### src/hdl/sorted_store_search_assert.svh
// Assertion macros for the sorted store search block.
`ifndef SORTED_STORE_SEARCH_ASSERT_SVH
`define SORTED_STORE_SEARCH_ASSERT_SVH

`ifndef SYNTHESIS
`define SSS_ASSERT_IMPL(label, clk, rst_n, ante, cons) \
    label: assert property (@(posedge clk) disable iff (!rst_n) (ante) |-> (cons)) \
        else $error("sorted_store_search: assertion failed");
`define SSS_ASSERT_NEXT(label, clk, rst_n, ante, cons) \
    label: assert property (@(posedge clk) disable iff (!rst_n) (ante) |=> (cons)) \
        else $error("sorted_store_search: assertion failed");
`else
`define SSS_ASSERT_IMPL(label, clk, rst_n, ante, cons)
`define SSS_ASSERT_NEXT(label, clk, rst_n, ante, cons)
`endif

`endif

### src/hdl/sss_pkg.sv
package sss_pkg;

    localparam int STORE_DEPTH = 128;
    localparam int ADDR_W      = $clog2(STORE_DEPTH);
    localparam int CNT_W       = $clog2(STORE_DEPTH + 1);
    localparam int REP_W       = 8;
    localparam int CMP_W       = (CNT_W > REP_W) ? CNT_W : REP_W;
    localparam int TOT_W       = 8;

    typedef enum logic [1:0] {
        REQ_CLEAR  = 2'd0,
        REQ_APPEND = 2'd1,
        REQ_SEARCH = 2'd2,
        REQ_NOP    = 2'd3
    } req_t;

endpackage

### src/hdl/sorted_store_search.sv
// Sorted store search: a store of up to STORE_DEPTH signed 32-bit values held in one
// single-port-read synchronous RAM. One beat in gives one beat out. An append makes
// one RAM write per copy. A search halves its window per probe; each probe sets the RAM
// read address in S_SRCH_RD and compares the registered read data in S_SRCH_CMP. If
// anything was appended since the last search and the store holds more than one value,
// an insertion sort runs first: per element the key is read, each larger element is
// shifted up one place, and the key is written into the gap. The next beat is taken
// once the current one is finished; its result waits in an output register, so a
// stalled result does not block the next input beat.
`include "sorted_store_search_assert.svh"

module sorted_store_search (
    input  logic               aclk,
    input  logic               aresetn,
    input  logic               s_valid,
    output logic               s_ready,
    input  logic [1:0]         s_req_type,
    input  logic signed [31:0] s_value,
    input  logic [7:0]         s_repeat_count,
    output logic               m_valid,
    input  logic               m_ready,
    output logic               m_found,
    output logic [7:0]         m_element_total,
    output logic               m_overflowed
);
    import sss_pkg::*;

    typedef enum logic [8:0] {
        S_IDLE       = 9'b000000001,
        S_APPEND     = 9'b000000010,
        S_SORT_KEY   = 9'b000000100,
        S_SORT_KEYW  = 9'b000001000,
        S_SORT_SHIFT = 9'b000010000,
        S_SORT_PLACE = 9'b000100000,
        S_SRCH_RD    = 9'b001000000,
        S_SRCH_CMP   = 9'b010000000,
        S_FINISH     = 9'b100000000
    } state_t;

    logic signed [31:0] store_mem [STORE_DEPTH];
    logic signed [31:0] rdata_reg;

    state_t             state_reg, state_next;
    logic [CNT_W-1:0]   count_reg, count_next;
    logic               sorted_reg, sorted_next;
    logic               m_valid_reg, m_valid_next;

    logic signed [31:0] value_reg, value_next;
    logic signed [31:0] key_reg, key_next;
    logic [CNT_W-1:0]   rem_reg, rem_next;
    logic [ADDR_W-1:0]  i_reg, i_next;
    logic [ADDR_W-1:0]  pos_reg, pos_next;
    logic [CNT_W-1:0]   lo_reg, lo_next;
    logic [CNT_W-1:0]   hi_reg, hi_next;
    logic [CNT_W-1:0]   mid_reg, mid_next;
    logic               found_reg, found_next;
    logic               over_reg, over_next;
    logic               m_found_reg, m_found_next;
    logic [TOT_W-1:0]   m_total_reg, m_total_next;
    logic               m_over_reg, m_over_next;

    logic               mem_we;
    logic [ADDR_W-1:0]  waddr;
    logic signed [31:0] wdata;
    logic [ADDR_W-1:0]  raddr;

    logic [CNT_W-1:0]   room;
    logic [CMP_W-1:0]   reps_x;
    logic [CMP_W-1:0]   room_x;
    logic [CNT_W-1:0]   mid;
    logic               sort_last;

    assign room      = CNT_W'(STORE_DEPTH) - count_reg;
    assign reps_x    = CMP_W'(s_repeat_count);
    assign room_x    = CMP_W'(room);
    assign mid       = lo_reg + ((hi_reg - lo_reg) >> 1);
    assign sort_last = (CNT_W'(i_reg) + CNT_W'(1)) >= count_reg;

    assign s_ready         = (state_reg == S_IDLE);
    assign m_valid         = m_valid_reg;
    assign m_found         = m_found_reg;
    assign m_element_total = m_total_reg;
    assign m_overflowed    = m_over_reg;

    always_comb begin
        state_next   = state_reg;
        count_next   = count_reg;
        sorted_next  = sorted_reg;
        m_valid_next = m_valid_reg && !m_ready;
        value_next   = value_reg;
        key_next     = key_reg;
        rem_next     = rem_reg;
        i_next       = i_reg;
        pos_next     = pos_reg;
        lo_next      = lo_reg;
        hi_next      = hi_reg;
        mid_next     = mid_reg;
        found_next   = found_reg;
        over_next    = over_reg;
        m_found_next = m_found_reg;
        m_total_next = m_total_reg;
        m_over_next  = m_over_reg;
        mem_we       = 1'b0;
        waddr        = pos_reg;
        wdata        = key_reg;
        raddr        = '0;

        case (state_reg)
            S_IDLE: begin
                if (s_valid) begin
                    value_next = s_value;
                    found_next = 1'b0;
                    over_next  = 1'b0;
                    case (req_t'(s_req_type))
                        REQ_CLEAR: begin
                            count_next  = '0;
                            sorted_next = 1'b1;
                            state_next  = S_FINISH;
                        end
                        REQ_APPEND: begin
                            rem_next   = (reps_x > room_x) ? room : CNT_W'(s_repeat_count);
                            over_next  = (reps_x > room_x);
                            state_next = S_APPEND;
                        end
                        REQ_SEARCH: begin
                            if (!sorted_reg && count_reg > CNT_W'(1)) begin
                                i_next     = ADDR_W'(1);
                                state_next = S_SORT_KEY;
                            end else begin
                                sorted_next = 1'b1;
                                lo_next     = '0;
                                hi_next     = count_reg;
                                state_next  = S_SRCH_RD;
                            end
                        end
                        default: begin
                            state_next = S_FINISH;
                        end
                    endcase
                end
            end
            S_APPEND: begin
                if (rem_reg != '0) begin
                    mem_we      = 1'b1;
                    waddr       = count_reg[ADDR_W-1:0];
                    wdata       = value_reg;
                    count_next  = count_reg + CNT_W'(1);
                    rem_next    = rem_reg - CNT_W'(1);
                    sorted_next = 1'b0;
                end else begin
                    state_next = S_FINISH;
                end
            end
            S_SORT_KEY: begin
                raddr      = i_reg;
                state_next = S_SORT_KEYW;
            end
            S_SORT_KEYW: begin
                key_next   = rdata_reg;
                pos_next   = i_reg;
                raddr      = i_reg - ADDR_W'(1);
                state_next = S_SORT_SHIFT;
            end
            S_SORT_SHIFT: begin
                mem_we = 1'b1;
                if (rdata_reg > key_reg) begin
                    wdata    = rdata_reg;
                    pos_next = pos_reg - ADDR_W'(1);
                    if (pos_reg == ADDR_W'(1)) begin
                        state_next = S_SORT_PLACE;
                    end else begin
                        raddr = pos_reg - ADDR_W'(2);
                    end
                end else if (sort_last) begin
                    sorted_next = 1'b1;
                    lo_next     = '0;
                    hi_next     = count_reg;
                    state_next  = S_SRCH_RD;
                end else begin
                    i_next     = i_reg + ADDR_W'(1);
                    state_next = S_SORT_KEY;
                end
            end
            S_SORT_PLACE: begin
                mem_we = 1'b1;
                if (sort_last) begin
                    sorted_next = 1'b1;
                    lo_next     = '0;
                    hi_next     = count_reg;
                    state_next  = S_SRCH_RD;
                end else begin
                    i_next     = i_reg + ADDR_W'(1);
                    state_next = S_SORT_KEY;
                end
            end
            S_SRCH_RD: begin
                if (lo_reg < hi_reg) begin
                    raddr      = mid[ADDR_W-1:0];
                    mid_next   = mid;
                    state_next = S_SRCH_CMP;
                end else begin
                    state_next = S_FINISH;
                end
            end
            S_SRCH_CMP: begin
                if (rdata_reg == value_reg) begin
                    found_next = 1'b1;
                    state_next = S_FINISH;
                end else begin
                    if (rdata_reg < value_reg) begin
                        lo_next = mid_reg + CNT_W'(1);
                    end else begin
                        hi_next = mid_reg;
                    end
                    state_next = S_SRCH_RD;
                end
            end
            S_FINISH: begin
                if (!m_valid_reg || m_ready) begin
                    m_valid_next = 1'b1;
                    m_found_next = found_reg;
                    m_total_next = TOT_W'(count_reg);
                    m_over_next  = over_reg;
                    state_next   = S_IDLE;
                end
            end
            default: begin
                state_next = S_IDLE;
            end
        endcase
    end

    always_ff @(posedge aclk) begin
        if (mem_we) begin
            store_mem[waddr] <= wdata;
        end
        rdata_reg <= store_mem[raddr];
    end

    always_ff @(posedge aclk) begin
        if (!aresetn) begin
            state_reg   <= S_IDLE;
            count_reg   <= '0;
            sorted_reg  <= 1'b1;
            m_valid_reg <= 1'b0;
        end else begin
            state_reg   <= state_next;
            count_reg   <= count_next;
            sorted_reg  <= sorted_next;
            m_valid_reg <= m_valid_next;
        end
    end

    always_ff @(posedge aclk) begin
        value_reg   <= value_next;
        key_reg     <= key_next;
        rem_reg     <= rem_next;
        i_reg       <= i_next;
        pos_reg     <= pos_next;
        lo_reg      <= lo_next;
        hi_reg      <= hi_next;
        mid_reg     <= mid_next;
        found_reg   <= found_next;
        over_reg    <= over_next;
        m_found_reg <= m_found_next;
        m_total_reg <= m_total_next;
        m_over_reg  <= m_over_next;
    end

    // count never passes capacity; append writes only below it
    `SSS_ASSERT_IMPL(a_count_bound, aclk, aresetn, 1'b1, count_reg <= CNT_W'(STORE_DEPTH))
    `SSS_ASSERT_IMPL(a_append_room, aclk, aresetn, (state_reg == S_APPEND) && (rem_reg != '0), count_reg < CNT_W'(STORE_DEPTH))
    `SSS_ASSERT_IMPL(a_search_sorted, aclk, aresetn, (state_reg == S_SRCH_RD) || (state_reg == S_SRCH_CMP), sorted_reg)
    `SSS_ASSERT_IMPL(a_search_window, aclk, aresetn, (state_reg == S_SRCH_CMP), (lo_reg <= mid_reg) && (mid_reg < hi_reg) && (hi_reg <= count_reg))

endmodule

### config.mk
export PLATFORM = sky130hd
export DESIGN_NAME = sorted_store_search
export DESIGN_NICKNAME = d
export VERILOG_FILES = /design/src/hdl/sss_pkg.sv /design/src/hdl/sorted_store_search.sv
export VERILOG_INCLUDE_DIRS = /design/src /design/src/hdl
export SDC_FILE = /design/constraint.sdc
export NUM_CORES = 2
export LEC_CHECK = 0
export BUFFER_PORTS_ARGS = -buffer_cell sky130_fd_sc_hd__buf_2
export CAP_MARGIN = 0
export CORE_MARGIN = 4
export CORE_UTILIZATION = 40
export CTS_BUF_LIST = sky130_fd_sc_hd__clkbuf_2 sky130_fd_sc_hd__clkbuf_4 sky130_fd_sc_hd__clkbuf_8
export DETAILED_ROUTE_END_ITERATION = 7
export PLACE_DENSITY = 0.52
export REMOVE_ABC_BUFFERS = 1
export SLEW_MARGIN = 0
export SYNTH_ARGS = -nofsm -noshare
export SYNTH_HDL_FRONTEND = slang
export SYNTH_SLANG_ARGS = --single-unit
### constraint.sdc
create_clock -name aclk -period 8.9 [get_ports aclk]
set_clock_uncertainty 0.15 [all_clocks]
set_input_delay 0.89 -clock aclk [delete_from_list [all_inputs] [get_ports aclk]]
set_output_delay 0.89 -clock aclk [all_outputs]
set_load 0.03 [all_outputs]
==> metrics.md <==
| Metric | Value |
|---|---|
| WL final | between 700 and 800 mm |
| Kind of critical path | register to register |
| CTS tree | yes |
| Final min period | between 8000 and 9000 ps |
| Clk_lat worst skew | about 1300 ps |
| Critical Path Start Type | register |
| Critical Path RT | 9920 ps |
| Fmax | 0.116 GHz |
| Clk pwr share | 42.5% |
| Area fraction of the dominant cell type after synthesis | 73.1% |
| Cell-internal power | around 31 mW |
| Reg power frac | about 55% |
| CORE AREA | 0.431 mm2 |
| # IOs | 58 |
| Pwr Density | between 200 and 250 mW/mm2 |
| RR Startpoint | hi_reg[0]$_DFFE_PP_ |
| Cts bufs inserted | between 700 and 800 |
| Setup TNS | 0 ps |
| Final WS setup | approximately 290 ps |
| Commonest non-fill, non-tap cells in the layout | edfxtp_1 (4218), nand2_1 (2880), nand3_1 (1119) |
| Layout cells sized above 1 | between 10% and 20% |
| Slew @ Worst Pin | about 1900 ps |
| Final Hold Vio Count | 0 |
| CTS max path bufs | 4 |
| Routed vias/inst | slightly above 6 |
| Detailed router's first-iteration violation count | between 15k and 20k |
| Post-Syn Instances | 12.5k |
| Die H | 666 um |
| Inst Count DP | ~18k |
| DRC Markers | 7 |
| Hold WC Path Type | input pin to register |
| Input/output buffers | between 50 and 60 |
| Vias in the first global route | ~110k |
| Pre-CTS worst setup slack | ~500 ps |
| DRT antenna net count | 0 |
| CP Data Arrival Time | just under 10000 ps |
| Starting density of the core | ~40% |
| VDD IR max | about 160 uV |
| Gpl congestion | between 0.9 and 1 |
| Max reg flops | 4096 |
| Clock sinks | ~4.3k |
| Sequential Area | 0.128 mm2 |
| First-pass GRT wire length | 963 mm |
| Yosys cell types | slightly above 100 |
| Total chip power | 40.3 mW |
| Total leakage power | between 60 and 70 nW |
| Post-CTS setup buffer count | 0 |
| DIE WIDTH | roughly 670 um |
| Post-layout net count | between 10k and 15k |
| Hpwl dp | approximately 450 mm |
| Most flop-heavy register | store_mem |
| Sequential share of the synthesized area | between 70 and 80% |
| Switching part of the total | a little under a quarter |
| Final period util | approximately 97% |
| Failing checks | DRC, capacitance limit, slew limit |
| Design area | ~0.20 mm2 |
| CTS root buf | clkbuf_8 |
| Hold_sp | s_repeat_count[6] |
| Max cap viols | 4 |
| Avg WL per Cell | 37.0 um |
| Largest net degree at the start of global routing | around 130 |
| Ys Warns | 0 |
| Logic pwr share | under 10% |
| Slew Limit Fails | 34 |
| Most used DFF post-synth | edfxtp_1 |
| DP Area | around 0.18 mm2 |
| Cell Rows | around 240 |
| Final setup viols | 0 |
| GRT overflow | 0 |
| DR pass1 iterations | 8 |
| Area of the multi-input gates | around 0.043 mm2 |
| All-Layer GR Usage | between 30% and 40% |
| RSZ-0062 raised after global routing | no |
| Rel. slew slack | -28.5% |
| Reg clk slew, reported paths | roughly 50 ps |
| Initial antenna violation count | 92 |
| Crit-path max FO | 33 |
| Commonest non-fill, non-tap cell in the layout | edfxtp_1 |
| Post-synth EDFFs | 4218 |
| Die area | around 0.44 mm2 |
| Post-synthesis to final-layout area growth | 14.5% |
| Setup crit start | hi_reg[0]$_DFFE_PP_ |
| Largest cells by area after synthesis | edfxtp_1 (73%), nand2_1 (6.3%), mux2i_1 (4.4%), nand3_1 (3.2%), a21oi_1 (1.2%) |
| Post-Synthesis Cell Area | between 0.15 and 0.2 mm2 |
| Resized Gates After CTS | 0 |
| Syn Area/Cell | 13.9 um2 |
| CP endpoint kind | register |
| Fill cell count | between 30k and 40k |
| Status | finished, violations left |
| # H-tree levels | 6 |
| Via count | between 100k and 150k |
| Async SR Flop Fraction | 0% |
| Non-Filler Instances | 19.4k |
| #FFs+latches synth | 4269 |
| Switch Pwr | just over 9 mW |
| Cell type with the largest total area after synthesis | edfxtp_1 |
worst max-delay path, stage by stage, from the launching register on:
cell and delay, ps:
edfxtp_1 360, inv_1 70, ha_1 160, inv_1 70
fa_1 510, ha_1 190, inv_1 60, fa_1 620
or4b_2 710, o21ai_0 800, a21oi_2 180, nand3_4 450
buf_12 420, buf_12 290, mux2i_1 290, a211oi_1 110
a211oi_1 750, o32ai_1 310, nor3_1 990, o21ai_1 430
or3_1 490
routing by layer:
metal	vias up	wire length [um]	GRT usage [%]
li1	48300	-	-
met1	61200	278000	42.5
met2	8197	312000	46.7
met3	1655	85100	8.37
met4	42	43400	16.4
met5	-	272	0
synth_stat cells, types with 31 or more instances:
cell      instances
a221oi_1         72
nor3_1          108
nand4_1          62
edfxtp_1       4218
a21o_1           44
a22oi_1          63
a311oi_1         32
a31oi_1         160
a211oi_1         86
o21ai_0         194
xnor2_1          35
nand3_1        1122
and3_1          184
a32oi_1          78
mux2i_1         769
dfxtp_1          51
buf_4            97
nor4_1           34
clkbuf_1        187
nor2_1          274
o31ai_1          31
buf_2           348
o22ai_1          70
ha_1            109
buf_6            35
a21oi_1         422
inv_1           116
o211ai_1         44
nand2_1        2917
buf_1            64
cell families after synthesis:
kind of cell | after synthesis | share of synthesized area [%]
AND/OR/NAND/NOR | 4871 | 12.2
flip-flops | 4269 | 73.7
AO/OA/AOI/OAI | 1540 | 5.97
buffers and inverters | 850 | 2.45
multiplexers | 788 | 4.57
adder cells (fa/ha/maj) | 111 | 0.810
XOR/XNOR | 61 | 0.308
layout make-up:
class	instances	area share (%)
repair buffers	682	3.09
multi-input cells	7371	21.8
diodes	51	0.0643
clock inverters	275	0.918
flip-flops and latches	4269	64.4
clock buffers	968	5.96
well taps	5710	3.60
inverters	119	0.225
power by group through the flow:
| stage | logic [mW] | clock network (mW) | registers, mW |
|---|---|---|---|
| floorplan | 0.623 | 0 | 22.4 |
| global route | 1.23 | 18.3 | 22.0 |
| detailed placement | 1.14 | 0 | 22.4 |
| global placement | 1.13 | 0 | 22.4 |
| finish | 1.18 | 17.1 | 22.0 |
| CTS | 1.17 | 17.3 | 22.0 |
stage by stage:
stage	hold slack, ps	util (%)
finish	103	46.0
global route	102	46.0
CTS	20.4	46.0
detailed placement	269	42.7
global placement	260	42.7
floorplan	250	-
what timing repair did:
action                                  in CTS  in global routing
endpoints found under the setup margin       0                  0
hold endpoints to repair                    59                  0
hold buffers                                45                  0
final timing paths:
kind	end	slack (ps)	cells after the start
hold reg to reg	m_overflowed$_DFFE_PP_	270	0
setup / recovery	rdata_reg[2]$_DFF_P_	290	20
setup reg to reg	rdata_reg[2]$_DFF_P_	290	20
hold / removal	rem_reg[6]$_DFFE_PP_	100	4
(Power assumes the default switching activity.)
